<file path="src/mavg_pkg.sv">
// Shared types and constants for the moving average with gain block.
`timescale 1ns / 1ps
`default_nettype none

package mavg_pkg;

  // Fixed field widths
  localparam int WL_W   = 7;   // window_length register
  localparam int GAIN_W = 16;  // gain register, signed Q8.8
  localparam int DATA_W = 16;  // configuration write data
  localparam int OUT_W  = 24;  // smoothed result
  localparam int IDX_W  = 1;   // configuration register index

  // Result clipping limits
  localparam int OUT_MAX     = 8388607;
  localparam int OUT_MIN_MAG = 8388608;

  // Register reset values
  localparam int WL_RESET   = 1;
  localparam int GAIN_RESET = 256;

  // Configuration register indexes
  localparam logic [IDX_W-1:0] REG_WINDOW_LENGTH = 1'd0;
  localparam logic [IDX_W-1:0] REG_GAIN          = 1'd1;

  // Sequencer states
  typedef enum logic [2:0] {
    ST_IDLE,
    ST_DROP_CHK,
    ST_DROP_SUB,
    ST_WRITE,
    ST_MUL,
    ST_PREP,
    ST_DIV,
    ST_DONE
  } mavg_state_t;

endpackage

`default_nettype wire

</file>
<file path="src/moving_average_with_gain_unit.sv">
// Moving average with gain: ring buffer, running sum, multiply and iterative divide.
// Per accepted sample it drops the oldest held samples while the window is full,
//   writes the new sample, multiplies the running sum by the gain and runs a restoring
//   divider that produces one quotient bit a cycle, dividing by the number of held samples.
// The sample channel stalls while an item is in work; a finished result waits in the
//   output register while the next sample is taken.
// Reset (rst, synchronous): window empty, window_length = 1, gain = 1.0, no result pending.
`timescale 1ns / 1ps
`default_nettype none

module moving_average_with_gain_unit #(
  parameter int WINDOW_MAX  = 64,
  parameter int SAMPLE_BITS = 16
) (
  input  wire                               clk,
  input  wire                               rst,
  // configuration write port
  input  wire                               write_enable,
  input  wire  [mavg_pkg::IDX_W-1:0]        register_index,
  input  wire  [mavg_pkg::DATA_W-1:0]       write_data,
  // sample channel
  input  wire                               sample_valid,
  output logic                              sample_stall,
  input  wire  signed [SAMPLE_BITS-1:0]     sample,
  input  wire                               restart,
  // result channel
  output logic                              result_valid,
  input  wire                               result_stall,
  output logic signed [mavg_pkg::OUT_W-1:0] smoothed,
  output logic                              saturated
);

  import mavg_pkg::*;

  localparam int FILL_W = $clog2(WINDOW_MAX + 1);
  localparam int SLOT_W = $clog2(WINDOW_MAX);
  localparam int OLD_W  = $clog2(2 * WINDOW_MAX);
  localparam int SUM_W  = SAMPLE_BITS + FILL_W;
  localparam int P_W    = SUM_W + GAIN_W;
  localparam int D_W    = P_W + 1;
  localparam int Q_W    = SAMPLE_BITS + 7;
  localparam int R_W    = FILL_W + 9;
  localparam int CNT_W  = $clog2(Q_W);
  localparam int CW     = (FILL_W > WL_W) ? FILL_W : WL_W;
  localparam int CMP_W  = (Q_W > OUT_W + 1) ? Q_W : OUT_W + 1;

  // Configuration registers
  logic [WL_W-1:0]          window_length;
  logic signed [GAIN_W-1:0] gain;

  // Sequencer and datapath registers
  mavg_state_t              state, state_next;
  logic signed [SAMPLE_BITS-1:0] sample_reg;
  logic signed [SAMPLE_BITS-1:0] hist_rdata;
  logic signed [SUM_W-1:0]  running_sum;
  logic [FILL_W-1:0]        fill_count;
  logic [SLOT_W-1:0]        write_slot;
  logic signed [P_W-1:0]    prod;
  logic                     neg;
  logic [R_W-1:0]           rem;
  logic [Q_W-1:0]           quo;
  logic [CNT_W-1:0]         div_count;

  // Sample history ring
  logic [SAMPLE_BITS-1:0]   hist [WINDOW_MAX];

  // Combinational helpers
  logic                     accept;
  logic                     out_free;
  logic [CW-1:0]            wl_ext;
  logic [CW-1:0]            win_c;
  logic [FILL_W-1:0]        win;
  logic                     need_drop;
  logic [OLD_W-1:0]         old_raw;
  logic [OLD_W-1:0]         old_mod;
  logic [SLOT_W-1:0]        oldest;
  logic signed [SUM_W-1:0]  addend;
  logic [P_W-1:0]           mag;
  logic [D_W-1:0]           dividend;
  logic [R_W-1:0]           den;
  logic [R_W-1:0]           trial;
  logic                     trial_ge;
  logic [CMP_W-1:0]         q_ext;
  logic [CMP_W-1:0]         q_clip;
  logic [CMP_W-1:0]         q_signed;
  logic                     clip;

  assign accept   = sample_valid && !sample_stall;
  assign out_free = !result_valid || !result_stall;

  // Clamp the window length into 1..WINDOW_MAX
  always_comb begin
    wl_ext = CW'(window_length);
    if (wl_ext == '0) begin
      win_c = CW'(1);
    end else if (wl_ext > CW'(WINDOW_MAX)) begin
      win_c = CW'(WINDOW_MAX);
    end else begin
      win_c = wl_ext;
    end
    win = FILL_W'(win_c);
  end

  assign need_drop = (fill_count >= win) && (fill_count != '0);

  // Locate the oldest held sample: write_slot - fill_count, modulo the ring depth
  always_comb begin
    old_raw = OLD_W'(write_slot) + OLD_W'(WINDOW_MAX) - OLD_W'(fill_count);
    old_mod = (old_raw >= OLD_W'(WINDOW_MAX)) ? old_raw - OLD_W'(WINDOW_MAX) : old_raw;
    oldest  = old_mod[SLOT_W-1:0];
  end

  // Shared adder operand: subtract the oldest sample or add the new one
  assign addend = (state == ST_DROP_SUB) ? -SUM_W'(hist_rdata) : SUM_W'(sample_reg);

  // Magnitude of the product plus half the divisor for rounding
  always_comb begin
    mag      = prod[P_W-1] ? (~P_W'(prod) + P_W'(1)) : P_W'(prod);
    dividend = {1'b0, mag} + D_W'({fill_count, 7'b0});
  end

  // One restoring divide step
  always_comb begin
    den      = R_W'({fill_count, 8'b0});
    trial    = {rem[R_W-2:0], quo[Q_W-1]};
    trial_ge = (trial >= den);
  end

  // Clip and apply the sign
  always_comb begin
    q_ext = CMP_W'(quo);
    clip  = 1'b0;
    q_clip = q_ext;
    if (!neg && (q_ext > CMP_W'(OUT_MAX))) begin
      q_clip = CMP_W'(OUT_MAX);
      clip   = 1'b1;
    end else if (neg && (q_ext > CMP_W'(OUT_MIN_MAG))) begin
      q_clip = CMP_W'(OUT_MIN_MAG);
      clip   = 1'b1;
    end
    q_signed = neg ? (~q_clip + CMP_W'(1)) : q_clip;
  end

  // Configuration writes
  always_ff @(posedge clk) begin
    if (rst) begin
      window_length <= WL_W'(WL_RESET);
      gain          <= GAIN_W'(GAIN_RESET);
    end else if (write_enable) begin
      if (register_index == REG_WINDOW_LENGTH) begin
        window_length <= write_data[WL_W-1:0];
      end
      if (register_index == REG_GAIN) begin
        gain <= write_data[GAIN_W-1:0];
      end
    end
  end

  // State register
  always_ff @(posedge clk) begin
    if (rst) begin
      state <= ST_IDLE;
    end else begin
      state <= state_next;
    end
  end

  // Next state and channel stall
  always_comb begin
    state_next   = state;
    sample_stall = (state != ST_IDLE);
    unique case (state)
      ST_IDLE: begin
        if (accept) state_next = ST_DROP_CHK;
      end
      ST_DROP_CHK: begin
        state_next = need_drop ? ST_DROP_SUB : ST_WRITE;
      end
      ST_DROP_SUB: state_next = ST_DROP_CHK;
      ST_WRITE:    state_next = ST_MUL;
      ST_MUL:      state_next = ST_PREP;
      ST_PREP:     state_next = ST_DIV;
      ST_DIV: begin
        if (div_count == '0) state_next = ST_DONE;
      end
      ST_DONE: begin
        if (out_free) state_next = ST_IDLE;
      end
      default: state_next = ST_IDLE;
    endcase
  end

  // Window state: running sum, fill count, write slot
  always_ff @(posedge clk) begin
    if (rst) begin
      running_sum <= '0;
      fill_count  <= '0;
      write_slot  <= '0;
    end else begin
      unique case (state)
        ST_IDLE: begin
          if (accept && restart) begin
            running_sum <= '0;
            fill_count  <= '0;
            write_slot  <= '0;
          end
        end
        ST_DROP_SUB: begin
          running_sum <= running_sum + addend;
          fill_count  <= fill_count - FILL_W'(1);
        end
        ST_WRITE: begin
          running_sum <= running_sum + addend;
          fill_count  <= fill_count + FILL_W'(1);
          write_slot  <= (write_slot == SLOT_W'(WINDOW_MAX - 1)) ?
                         '0 : write_slot + SLOT_W'(1);
        end
        default: begin
        end
      endcase
    end
  end

  // History ring: write the new sample, read the oldest one
  always_ff @(posedge clk) begin
    if (state == ST_WRITE) begin
      hist[write_slot] <= sample_reg;
    end
    if (state == ST_DROP_CHK) begin
      hist_rdata <= hist[oldest];
    end
  end

  // Product, divider and sample holding registers
  always_ff @(posedge clk) begin
    unique case (state)
      ST_IDLE: begin
        if (accept) sample_reg <= sample;
      end
      ST_MUL: begin
        prod <= running_sum * gain;
      end
      ST_PREP: begin
        neg       <= prod[P_W-1];
        rem       <= dividend[Q_W +: R_W];
        quo       <= dividend[Q_W-1:0];
        div_count <= CNT_W'(Q_W - 1);
      end
      ST_DIV: begin
        rem       <= trial_ge ? trial - den : trial;
        quo       <= {quo[Q_W-2:0], trial_ge};
        div_count <= div_count - CNT_W'(1);
      end
      default: begin
      end
    endcase
  end

  // Output register: hold the result until the transaction completes
  always_ff @(posedge clk) begin
    if (rst) begin
      result_valid <= 1'b0;
    end else if (state == ST_DONE && out_free) begin
      result_valid <= 1'b1;
    end else if (!result_stall) begin
      result_valid <= 1'b0;
    end
  end

  always_ff @(posedge clk) begin
    if (state == ST_DONE && out_free) begin
      smoothed  <= q_signed[OUT_W-1:0];
      saturated <= clip;
    end
  end

  // Checks on the sequencer and window bookkeeping
  a_fill_bound: assert property (@(posedge clk) disable iff (rst)
    fill_count <= FILL_W'(WINDOW_MAX))
    else $error("fill count exceeds ring depth");

  a_restart_clears: assert property (@(posedge clk) disable iff (rst)
    (accept && restart) |=> (fill_count == '0 && running_sum == '0 && write_slot == '0))
    else $error("restart did not empty the window");

  a_write_in_window: assert property (@(posedge clk) disable iff (rst)
    (state == ST_WRITE) |=> (fill_count == $past(fill_count) + FILL_W'(1) &&
                             fill_count <= win))
    else $error("window overfilled after sample write");

  a_div_done: assert property (@(posedge clk) disable iff (rst)
    (state == ST_DIV && div_count == '0) |=> (state == ST_DONE))
    else $error("divider did not finish on its last step");

  a_sat_value: assert property (@(posedge clk) disable iff (rst)
    (result_valid && saturated) |->
      (smoothed == OUT_W'(OUT_MAX) || smoothed == OUT_W'(OUT_MIN_MAG)))
    else $error("clipped result is not a limit value");

endmodule

`default_nettype wire
</file>
<file path="config.mk">
export PLATFORM = sky130hd
export DESIGN_NAME = moving_average_with_gain_unit
export DESIGN_NICKNAME = d
export VERILOG_FILES = /design/src/mavg_pkg.sv /design/src/moving_average_with_gain_unit.sv
export SDC_FILE = /design/constraint.sdc
export NUM_CORES = 2
export LEC_CHECK = 0
export BUFFER_PORTS_ARGS = -buffer_cell sky130_fd_sc_hd__clkbuf_2
export CAP_MARGIN = 20
export CORE_MARGIN = 2
export CORE_UTILIZATION = 30
export DETAILED_ROUTE_END_ITERATION = 10
export PLACE_DENSITY = 0.5
export SYNTH_ARGS = -nofsm -noshare
export SYNTH_HDL_FRONTEND = slang
export SYNTH_SLANG_ARGS = --single-unit
</file>
<file path="constraint.sdc">
create_clock -name clk -period 10.35 [get_ports clk]
set_input_delay 2.07 -clock clk [delete_from_list [all_inputs] [get_ports clk]]
set_output_delay 2.07 -clock clk [all_outputs]
set_load 0.01 [all_outputs]
</file>
==> impl_metrics.ini <==
[status]
status = complete, no violations

[global_routing]
grt_pass1_vias = 37860
antenna_found_initial = 3
top_usage_layer = met2
grt_pass1_wl_mm = 252.9
use_met1 = 0.2140
grt.met3_usage = 0.02051
track_usage = 0.1561
grt_start_max_net_pins = 102
grt_use_met2 = 0.2581
grt_overflow = 0

[place]
dp_cells = 7128
place_hpwl_mm = 107.6
dp_slack_ns = 3.199
io_buffers = 64
gp_congestion = 0.8212

[cts]
hold_buffers = 0
htreeDepth = 4
cts_buffers = 137
cts_buffer_depth = 3
clkTransAtPathRegs_ns = 0.06
cts.sinks = 1226
post_cts_resize_count = 0
clkLatencyLatePin_ns = 0.78
cts_root_buf = clkbuf_16
cts_setup_buffers = 0
cts_tree = built

[timing]
fmax_mhz = 140.0
hold_slack_ns = 0.4746
slew_viol_final = 0
rsz0062_at_grt = no
finalHoldViolations = 0
setup_tns_ns = 0
setup_violations = 0
tightest_slew_ns = 1.089
fin_skew_ns = 0.04773
relSlewSlack = 0.2732
layout_setup_ws_ns = 3.205
fin_crit_ns = 7.145
min_period_over_period = 0.6903

[critical_path]
end_kind = flop
required_ns = 10.86
rr_startpoint = gain[5]
worstPathCellList = nand2_1 > fa_1 > inv_1 > fa_1 > inv_1 > fa_1 > inv_1 > fa_1 > fa_1 > inv_1 > fa_1 > inv_1 > ha_1 > a21o_1 > nor3_1 > a211o_1 > a311o_1 > a31oi_1 > nor3_1 > o41ai_1 > a21oi_1 > xnor2_1
reg2reg_slack_ns = 3.21
worstPathArrival_ns = 7.66
critPathKind = reg2reg
critical_path_buf_inv_count = 5
crit_family = adder cells
timing.critical_path.from = gain[5]
cpMaxStageDelayCell = dfxtp_1
reg2regPathDepth = 22
timing.rr.end = prod[38]
start_kind = flop
crit_path_frequent_cell = fa_1
critPathMaxFanout = 24
slowest_delay_ns = 0.99

[worst_hold_path]
holdCritPathClass = reg2reg
min_path_cells = 2
hp-start = gain[9]
hold_end = gain[9]

[power_and_ir_drop]
vdd_drop_max_mv = 0.1701
power.leakage_uw = 0.02605
power_density_mw_per_mm2 = 179.0

[layout]
seqCellArea_sq_mm = 0.03618
drive_above_1_share = 0.1685
largest_reg_flops = 1024
instances_no_fill = 7372
top_register = hist
multi_input_area_sq_mm = 0.02559
fillCellCount = 20440
area_growth_pct = 13.49
final_nets = 5006
largestRegisters = hist: 1024 flops, prod: 39 flops, smoothed: 24 flops
n_antenna_cell = 0
postLayoutCoreUtil = 0.3429

[synthesis]
syn_area_per_cell_sq_um = 14.89
ys_ff_latch = 1226
synth_compound_area_frac = 0.04063
synth.mux.area_fraction = 0.1172
syn_nets = 4866
synth.area.top_cells = edfxtp_1, fa_1, mux4_2
synth_xor_area_frac = 0.02198
synthCells = 4308
synth-simple-area-share = 0.07337
synthMostInstantiatedCell = edfxtp_1
synthTopCellsByCount = edfxtp_1, inv_1, nand2_1, fa_1, mux4_2
ys_types = 82
synth_top_cell_by_area = edfxtp_1
synth_top_area_frac = 0.5444
synthFlopType = edfxtp_1
ys_warn_count = 0
async_reset_ff_frac = 0
syn_area_sq_mm = 0.06415
synth_top_family_by_area = adder cells
yosys.area_share.adder = 0.1439
synth_edf_count = 1163
ys_seq_area_frac = 0.5640

[flow_run]
maxCapViolCount = 0

[detailed_routing]
firstDrtPassIters = 6
postRouteAntennaNets = 0
route.detailed.drc = 0
vias = 36120
finalWirelength_mm = 168.6
drt-initial-drc-count = 3245
via_per_inst = 4.899
wire_per_inst_um = 22.87

[die]
core-area_sq_mm = 0.2123
die_h_um = 466.4
die_width_um = 466.4
ios = 66
die_area_sq_mm = 0.2176
start_util = 0.3022
placementRows = 169
-- worst register-to-register path, stage by stage, from the launching register on --
cell and delay, ns:
dfxtp_1 0.99, nand2_1 0.20, fa_1 0.54, inv_1 0.05, fa_1 0.50, inv_1 0.06
fa_1 0.51, inv_1 0.06, fa_1 0.49, fa_1 0.50, inv_1 0.05, fa_1 0.48
inv_1 0.05, ha_1 0.38, a21o_1 0.19, nor3_1 0.06, a211o_1 0.36, a311o_1 0.36
a31oi_1 0.31, nor3_1 0.14, o41ai_1 0.37, a21oi_1 0.13, xnor2_1 0.13
-- report_power, final --
group          internal (uW)  switching [uW]  total, uW
combinational           1060            1580       2640
clock                   2670            2040       4700
sequential              5590            91.7       5680
total                   9320            3710      13000
-- layer usage --
layer / vias up / wire length (um)
li1: 15890 / -
met2: 897 / 81340
met4: 0 / 4555
met1: 19090 / 75110
met3: 235 / 7559
met5: - / 0
-- metrics by stage --
stage	power (uW)	instance area, sq um
floorplan	7489	64150
global placement	8459	68400
detailed placement	8477	68440
CTS	13210	72770
global route	13600	72810
finish	13030	72810
-- cells in the final DEF, fill, tap and decap left out, types with 38 or more instances in the layout --
cell       count
nor3_1        43
ha_1         153
mux4_2       320
clkbuf_2      64
xnor2_1      112
buf_4        131
nand2_1      366
xor2_1        45
nor2_1       186
inv_1        453
o21ai_0       82
and2_1       148
edfxtp_1    1163
nand3_1       45
a21o_1        38
dfxtp_1       63
fa_1         364
clkbuf_16    139
a21oi_1      125
-- cell families after synthesis --
logic type / Yosys count
buf+inv: 657
mux: 351
simple gates: 983
flops: 1226
xor+xnor: 161
compound gates: 410
other cells: 1
fa+ha+maj: 519
-- worst max-delay path by stage --
| stage | end | slack (ns) | cells after the start |
|---|---|---|---|
| after detailed placement | prod[38] | 3.20 | 22 |
| after floorplan | prod[37] | 3.91 | 25 |
| after global placement | prod[38] | 3.23 | 22 |
| after CTS | prod[38] | 3.22 | 22 |
| after global routing | prod[38] | 2.80 | 22 |
| final | prod[38] | 3.21 | 22 |
-- area by class of cell --
type,count,area share
clock buffers,166,0.04972
repair buffers,203,0.02002
multi-input cells,2425,0.3515
flip-flops and latches,1226,0.4970
well taps,2821,0.04848
clock inverters,76,0.009796
inverters,455,0.02346
No activity file was read; power rests on OpenSTA's default activity.
